File: src/hdl/bounded_fifo_with_stats_macros.svh
// Assertion helpers for the queue. Each use expects clk and rst_n in scope.
`ifndef BOUNDED_FIFO_WITH_STATS_MACROS_SVH
`define BOUNDED_FIFO_WITH_STATS_MACROS_SVH

// Condition that must hold at every clock edge out of reset
`define BFS_ASSERT_ALWAYS(label, expr) \
    label: assert property (@(posedge clk) disable iff (!rst_n) (expr)) \
        else $error("bfs assertion failed");

// Antecedent in one cycle forces the consequent in the same cycle
`define BFS_ASSERT_SAME(label, ante, cons) \
    label: assert property (@(posedge clk) disable iff (!rst_n) (ante) |-> (cons)) \
        else $error("bfs assertion failed");

// Antecedent in one cycle forces the consequent in the next cycle
`define BFS_ASSERT_NEXT(label, ante, cons) \
    label: assert property (@(posedge clk) disable iff (!rst_n) (ante) |=> (cons)) \
        else $error("bfs assertion failed");

`endif

File: src/hdl/bfs_pkg.sv
package bfs_pkg;

    // Default number of ring slots
    localparam int DEPTH_DEF = 256;

    // Fixed field widths
    localparam int DATA_W = 32;
    localparam int CNT_W  = 32;
    localparam int OCC_W  = 9;
    localparam int CAP_W  = 9;

    // Capacity limit after reset
    localparam logic [CAP_W-1:0] CAP_RESET = 9'd256;

    // Request codes
    localparam logic ACT_ADD = 1'b0;
    localparam logic ACT_GET = 1'b1;

    // Status codes
    localparam logic ST_OK   = 1'b0;
    localparam logic ST_FAIL = 1'b1;

    // Slot memory access controls
    typedef struct packed {
        logic wr_en;
        logic rd_en;
    } ram_ctl_t;

endpackage

File: src/hdl/bfs_ctrl.sv
module bfs_ctrl #(
    parameter int DEPTH = bfs_pkg::DEPTH_DEF,
    localparam int ADDR_W = $clog2(DEPTH)
) (
    input  logic                       clk,
    input  logic                       rst_n,
    input  logic                       accept,
    input  logic                       action,
    input  logic                       cfg_we,
    input  logic [bfs_pkg::CAP_W-1:0]  cfg_data,
    output bfs_pkg::ram_ctl_t          ram_ctl,
    output logic [ADDR_W-1:0]          head_addr,
    output logic [ADDR_W-1:0]          tail_addr,
    output logic                       done,
    output logic                       status,
    output logic                       pop_ok,
    output logic [bfs_pkg::OCC_W-1:0]  occupancy,
    output logic [bfs_pkg::CNT_W-1:0]  add_tries,
    output logic [bfs_pkg::CNT_W-1:0]  get_tries,
    output logic [bfs_pkg::CNT_W-1:0]  adds_done,
    output logic [bfs_pkg::CNT_W-1:0]  gets_done
);
    import bfs_pkg::*;

    localparam logic [ADDR_W-1:0] LAST_SLOT = ADDR_W'(DEPTH - 1);

    logic [CAP_W-1:0]  cap_reg;
    logic [ADDR_W-1:0] head_reg, head_next;
    logic [ADDR_W-1:0] tail_reg, tail_next;
    logic [OCC_W-1:0]  fill_reg, fill_next;
    logic [CNT_W-1:0]  add_try_reg, add_try_next;
    logic [CNT_W-1:0]  get_try_reg, get_try_next;
    logic [CNT_W-1:0]  add_done_reg, add_done_next;
    logic [CNT_W-1:0]  get_done_reg, get_done_next;
    logic              done_reg, status_reg, status_next, pop_ok_reg;
    logic              is_full, is_empty, add_ok, get_ok;

    // Full against the smaller of the limit and the ring size
    assign is_full  = (32'(fill_reg) >= 32'(cap_reg)) || (32'(fill_reg) >= 32'(DEPTH));
    assign is_empty = (fill_reg == '0);
    assign add_ok   = accept && (action == ACT_ADD) && !is_full;
    assign get_ok   = accept && (action == ACT_GET) && !is_empty;

    // Memory requests: write at tail on add, read at head on get
    assign ram_ctl.wr_en = add_ok;
    assign ram_ctl.rd_en = get_ok;
    assign head_addr     = head_reg;
    assign tail_addr     = tail_reg;

    // Pointer, fill and counter updates
    always_comb
    begin
        head_next     = head_reg;
        tail_next     = tail_reg;
        fill_next     = fill_reg;
        add_try_next  = add_try_reg;
        get_try_next  = get_try_reg;
        add_done_next = add_done_reg;
        get_done_next = get_done_reg;
        status_next   = status_reg;
        if (accept)
        begin
            status_next = ST_FAIL;
            if (action == ACT_ADD)
            begin
                add_try_next = add_try_reg + 1'b1;
            end
            else
            begin
                get_try_next = get_try_reg + 1'b1;
            end
            if (add_ok)
            begin
                status_next   = ST_OK;
                tail_next     = (tail_reg == LAST_SLOT) ? '0 : tail_reg + 1'b1;
                fill_next     = fill_reg + 1'b1;
                add_done_next = add_done_reg + 1'b1;
            end
            if (get_ok)
            begin
                status_next   = ST_OK;
                head_next     = (head_reg == LAST_SLOT) ? '0 : head_reg + 1'b1;
                fill_next     = fill_reg - 1'b1;
                get_done_next = get_done_reg + 1'b1;
            end
        end
    end

    // State registers
    always_ff @(posedge clk or negedge rst_n)
    begin
        if (!rst_n)
        begin
            cap_reg      <= CAP_RESET;
            head_reg     <= '0;
            tail_reg     <= '0;
            fill_reg     <= '0;
            add_try_reg  <= '0;
            get_try_reg  <= '0;
            add_done_reg <= '0;
            get_done_reg <= '0;
            done_reg     <= 1'b0;
            status_reg   <= ST_OK;
            pop_ok_reg   <= 1'b0;
        end
        else
        begin
            if (cfg_we)
            begin
                cap_reg <= cfg_data;
            end
            head_reg     <= head_next;
            tail_reg     <= tail_next;
            fill_reg     <= fill_next;
            add_try_reg  <= add_try_next;
            get_try_reg  <= get_try_next;
            add_done_reg <= add_done_next;
            get_done_reg <= get_done_next;
            done_reg     <= accept;
            status_reg   <= status_next;
            pop_ok_reg   <= get_ok;
        end
    end

    assign done      = done_reg;
    assign status    = status_reg;
    assign pop_ok    = pop_ok_reg;
    assign occupancy = fill_reg;
    assign add_tries = add_try_reg;
    assign get_tries = get_try_reg;
    assign adds_done = add_done_reg;
    assign gets_done = get_done_reg;

endmodule

File: config.mk
export PLATFORM = sky130hd
export DESIGN_NAME = bfs_ctrl
export DESIGN_NICKNAME = d
export VERILOG_FILES = /design/src/hdl/bounded_fifo_with_stats_macros.svh /design/src/hdl/bfs_pkg.sv /design/src/hdl/bfs_ctrl.sv
export SDC_FILE = /design/constraint.sdc
export NUM_CORES = 1
export LEC_CHECK = 0
export ABC_CLOCK_PERIOD_IN_PS = 3100
export BUFFER_PORTS_ARGS = -buffer_cell sky130_fd_sc_hd__buf_2
export CORE_UTILIZATION = 45
export DETAILED_ROUTE_END_ITERATION = 16
export PLACE_DENSITY = 0.78
export SLEW_MARGIN = 30
export SYNTH_ARGS = -nofsm -noshare
export SYNTH_HDL_FRONTEND = slang
export SYNTH_SLANG_ARGS = --single-unit
File: constraint.sdc
create_clock -name clk -period 3.1 [get_ports clk]
set_clock_uncertainty 0.1 [all_clocks]
set_input_delay 0.31 -clock clk [delete_from_list [all_inputs] [get_ports clk]]
set_output_delay 0.31 -clock clk [all_outputs]
set_load 0.01 [all_outputs]
Word level (Yosys, flattened, before mapping)
Index checks and enable logic that the tools add are counted.
{"block": "word_totals", "input_bits": 14, "out_inout_bits": 158, "ff_bits": 165}
{"block": "classes", "n_lt_le_gt_ge": 2, "eq_ne": 2, "n_bitwise": 1, "n_reduce_logical": 14, "n_addsub": 8, "n_mux": 6}
{"operator": "$add 32x1->32 const B", "count": 4}
{"operator": "$mux 9", "count": 2}
{"operator": "$add 8x1->8 const B", "count": 2}
{"operator": "$eq 8x8->1 const B", "count": 2}
{"operator": "$mux 8", "count": 2}
{"operator": "$reduce_and 2->1", "count": 5}
{"operator": "$add 9x1->9 const B", "count": 1}
{"operator": "$ge 9x9->1", "count": 1}
{"operator": "$ge 9x9->1 const B", "count": 1}
{"operator": "$logic_not 9->1", "count": 1}
{"operator": "$sub 9x1->9 const B", "count": 1}
{"operator": "$logic_and 1x1->1", "count": 4}
{"operator": "$logic_not 1->1", "count": 2}
{"operator": "$mux 1", "count": 2}
{"operator": "$reduce_bool 2->1", "count": 1}
{"operator": "$logic_or 1x1->1", "count": 1}
{"operator": "$not 1->1", "count": 1}

Logic depth before layout (Yosys ltp)
{"block": "logic_depth", "ltp_word": 6, "depth_mapped": 10, "mapped_depth_nobuf": 9}

Least setup slack after synthesis
OpenSTA, ideal clock, no wires.
{"block": "synth_timing", "path_kind": "reg2reg", "from": "register fill_reg[5] (netlist: occupancy[5])", "to": "register fill_reg[8] (netlist: occupancy[8])", "path_buffers": 1, "stages_incl_launch_ff": 11, "path_slack_ns": 0.274, "synth_period_minus_slack_ns": 2.826, "arrival_ns": 2.605, "required_ns": 2.879, "path_cell_list": "dfrtp_1 -> nor4_1 -> a31oi_1 -> buf_2 -> ha_1 -> o21ai_0 -> a21oi_1 -> o21a_1 -> o41a_1 -> mux2_2 -> o22a_1"}
{"block": "synth_via", "elab_cells_between_ends": 14}
{"item": "start, declared", "line_no": "bfs_ctrl.sv:30", "text": "logic [OCC_W-1:0] fill_reg, fill_next;"}
{"item": "start signal, assigned", "line_no": "bfs_ctrl.sv:114", "text": "fill_reg <= fill_next;"}
{"item": "$logic_not 9->1 *", "line_no": "bfs_ctrl.sv:40", "text": "assign is_empty = (fill_reg == '0);"}
{"item": "$logic_not 1->1 *", "line_no": "bfs_ctrl.sv:42", "text": "assign get_ok = accept && (action == ACT_GET) && !is_empty;"}
{"item": "$logic_and 1x1->1 *", "line_no": "bfs_ctrl.sv:42"}
{"item": "named net get_ok", "line_no": "bfs_ctrl.sv:36", "text": "logic is_full, is_empty, add_ok, get_ok;"}
{"item": "$reduce_bool 2->1 (no line)"}
{"item": "$reduce_and 2->1 (no line)"}
Mark *: on every way through the listed nets, which the timed path passes. The rest lies on a longest branch. The select of a mux whose other input is x is not followed.
A chain may end at the register's enable or synchronous reset.

==> flow_results.org <==
** Floorplanning
- The initial utilization of the core area, before any placement, comes to 46.56%.
- Vert. Die Dim :: about 130 um
- Number of placement rows :: 47
- The core region is approximately 0.017 mm2.
- In this run the horizontal extent of the chip is roughly 130 um.
- The floorplan step defined a die boundary enclosing between 0.015 and 0.02 mm2.
- Top-level I/O count :: around 170

** Timing
- Unrepaired setup endpoints after global routing :: false
- Dividing the final minimum period by the clock period gives 95.31%.
- Adding up every negative setup slack in the final design gives 0 ns.
- Slew @ Worst Pin :: approximately 0.67 ns
- The max-slew violation count was 0.
- Setup violations remaining at the end of the flow were counted as 0.
- Hold violation total from the final report :: 0
- Final hold analysis gives a worst-case slack of about 0.023 ns.
- Derived from the worst setup path, the maximum achievable clock frequency is between 300 and 400 MHz.
- Final worst slack :: 0.1455 ns
- Post-route minimum period :: ~3.0 ns
- The worst pin sits at a relative slew slack of a little over half.

** Worst setup path
- At the worst endpoint, the required time is about 2.7 ns.
- Worst setup SP type :: flip-flop
- Type of the worst setup path :: flip-flop to output pin
- The worst setup path is captured at an output pin.
- Maximum fanout encountered on the critical timing path :: 18
- For the worst setup path, the data arrival time is between 2 and 3 ns.
- For the worst flop-to-flop path, the logic depth is 9.

** Synthesis
- Yosys printed 0 warnings.
- Counting distinct cell types in the post-synthesis netlist gives about 50.
- Of the synthesized area, sequential elements account for between 50% and 60%.
- Summed over its instances, the top area cell type makes up 52.78% of the synthesized netlist area.
- The synthesized netlist occupies a cell area of 0.007776 mm2.
- Post-Synthesis Net Count :: approximately 740
- The largest total area in the synthesized netlist belongs to dfrtp_1.
- After synthesis, the share of flip-flops with an asynchronous set or reset is 100.0%.
- Counting flops with a built-in enable in the synthesized netlist gives 0.
- Averaged over all synthesized cells, the footprint is between 10 and 15 um2.
- Number of flip-flops and latches in the synthesized netlist :: ~170
- Dominant cells by area after synthesis :: dfrtp_1 (53%), xnor2_1 (11%), xor2_1 (4.3%), nand2_1 (4.0%), ha_1 (3.5%)
- Predominant post-synthesis flop cell :: dfrtp_1
- Synthesized instance count :: roughly 700

** Placed design
- DPL Wire Length :: 11950 um
- Dpl cell area :: ~0.0089 mm2
- Final weighted congestion in routability-driven placement :: just under 0.9
- The count of buffers added on input and output ports is between 150 and 200.
- Before CTS, the worst setup slack after placement is a little under 0.2 ns.

** Detailed routing
- The first TritonRoute pass finished after 4 iterations.
- DRC :: 0
- Via Count :: slightly below 6000
- Final routed wirelength across all metal layers :: 16540 um
- In the routed layout, each cell is associated on average with a via count of 5.123.
- In this run the remaining antenna-violating nets after routing total 0.
- After detailed routing, the average wire length per cell comes to 14.69 um.
- Starting DRC count in detailed routing :: between 200 and 250

** Cells and area
- Most frequent standard cell in the layout excluding fill and tap cells :: buf_2
- From synthesis to final layout, the design area changed by 23.62%.
- FF/Latch Area :: slightly above 0.004 mm2
- Number of diodes :: 0
- Count of filler cells inserted in the layout :: 1422
- Commonest cells after routing, fill and taps aside :: buf_2 (170), dfrtp_1 (164), xnor2_1 (100)
- In the final layout, the share of cells above drive strength 1 is approximately 28%.
- Final Cell Area :: roughly 0.0096 mm2
- Net count of the finished layout :: 930
- Summing all multi-input logic gate instances after layout gives around 0.0035 mm2.

** Power and ir drop
- Worst vdd ir :: 0.3874 mV
- Total leakage power :: between 4 and 5 nW
- The design draws 6.290 mW.
- In this run the power density over the cells is between 600 and 700 mW/mm2.

** Clock network
- Clock tree synthesis selected as its root buffer the cell clkbuf_16.
- Max Root-Sink Buffers :: 2
- For the worst-skew pair, the clock arrives at the later sink with an insertion delay of 0.42 ns.
- TritonCTS created 17 clock buffers.
- CTS built an H-tree with a depth of 4.
- Clock-pin slew was measured on the worst setup and hold paths at 0.06 ns.
- Clock sink total :: 165
- TritonCTS clock tree :: yes

** Outcome
- Status :: finished, final reports clean

** Global route
- Entering global routing, the biggest net connects 93 pins.
- The first global-routing pass estimated ~28000 um of wire.
- The initial antenna violation count came to 0.
- The via count of the first global-routing pass was approximately 5500.
- The total overflow left after global routing is 0.
- Aggregate global-route resource usage :: 19.42%

** Min path
- The worst hold path passes through 2 cells.
- The path class of the tightest hold or removal check is input pin to flip-flop.

** Run
- Max-cap violations in this run came to 0.
[final cells by class]
class                           count  share of cell area (%)
Inverter                           24                  0.9632
Tap cell                          220                   2.863
Multi-Input combinational cell    494                   36.25
Clock buffer                       19                   4.503
Sequential cell                   165                   42.96
Clock inverter                     13                   1.562
Timing Repair Buffer              191                   10.89
[critical path: stages (launching register included)]
cell and delay [ns]:
dfstp_2 0.51, inv_1 0.04, ha_1 0.28, and4_4 0.22
and3_4 0.18, a2111oi_4 0.26, buf_4 0.20, nand2_2 0.09
inv_4 0.17, buf_2 0.17
[cell usage after synthesis (2+ instances only)]
cell type	instances
buf_2	4
clkbuf_1	5
nor3_2	11
o31ai_1	5
nor4_1	8
nand2b_1	3
xor2_1	38
a211oi_1	2
nor3_1	6
nand4_1	34
buf_4	2
and4_1	7
or2_2	2
buf_6	3
nor2_1	31
nand4_2	3
o41ai_1	2
a31oi_1	3
nand2_1	82
o21ai_0	23
and3_1	27
or3_1	2
dfrtp_1	164
a21oi_1	6
nor2b_1	4
inv_1	22
and2_1	4
xnor2_1	100
nor4_4	3
nand3_1	43
mux2_2	8
ha_1	22
nand2_2	2
[what timing repair did]
action,4_1_cts,5_1_grt
hold endpoints to repair,48,0
endpoints found under the setup margin,1,2
buffers inserted,0,3
pin swaps,0,2
resized for setup,1,2
hold buffers,9,0
[per-stage QoR]
| stage | utilization [%] | cells |
|---|---|---|
| floorplan | - | 699 |
| global placement | 53.27 | 1082 |
| detailed placement | 53.27 | 1082 |
| CTS | 57.31 | 1123 |
| global route | 57.56 | 1126 |
| finish | 57.56 | 1126 |
[where the power goes]
group / internal, mW / total, mW / switching, mW / leakage (nW)
clock: 1.20 / 2.09 / 0.888 / 0.277
sequential: 2.41 / 2.78 / 0.372 / 2.19
combinational: 0.619 / 1.42 / 0.797 / 2.36
total: 4.23 / 6.29 / 2.06 / 4.83
[cells by family (layout without fill, tap and decap cells)]
family                   count (synthesis)  after routing  synth area share [%]
AND/OR/NAND/NOR                        277            277                 19.97
flip-flops                             165            165                 53.11
XOR/XNOR                               138            138                 15.54
AO/OA/AOI/OAI                           48             48                 4.023
buffers and inverters                   40            247                 2.397
adder cells (fa/ha/maj)                 23             23                 3.797
multiplexers                             8              8                 1.159
[per-layer routing]
layer  global-route usage [%]  part of all wire [%]
met5                        0                     0
met4                    7.513                   1.6
met3                    4.414                   4.9
met2                    30.44                    47
met1                    26.22                    47
[path summary, 6_finish.rpt]
kind | start | to | slack, ns
setup / recovery | cap_reg[8] | ram_ctl[1] | 0.15
hold / removal | cfg_data[0] | cap_reg[0] | 0.02
setup reg to reg | occupancy[4] | occupancy[8] | 0.24
hold reg to reg | adds_done[31] | adds_done[31] | 0.37
max in group asynchronous | rst_n | adds_done[14] | 1.82
min in group asynchronous | rst_n | add_tries[24] | 0.26
No activity file was read; power rests on OpenSTA's default activity.
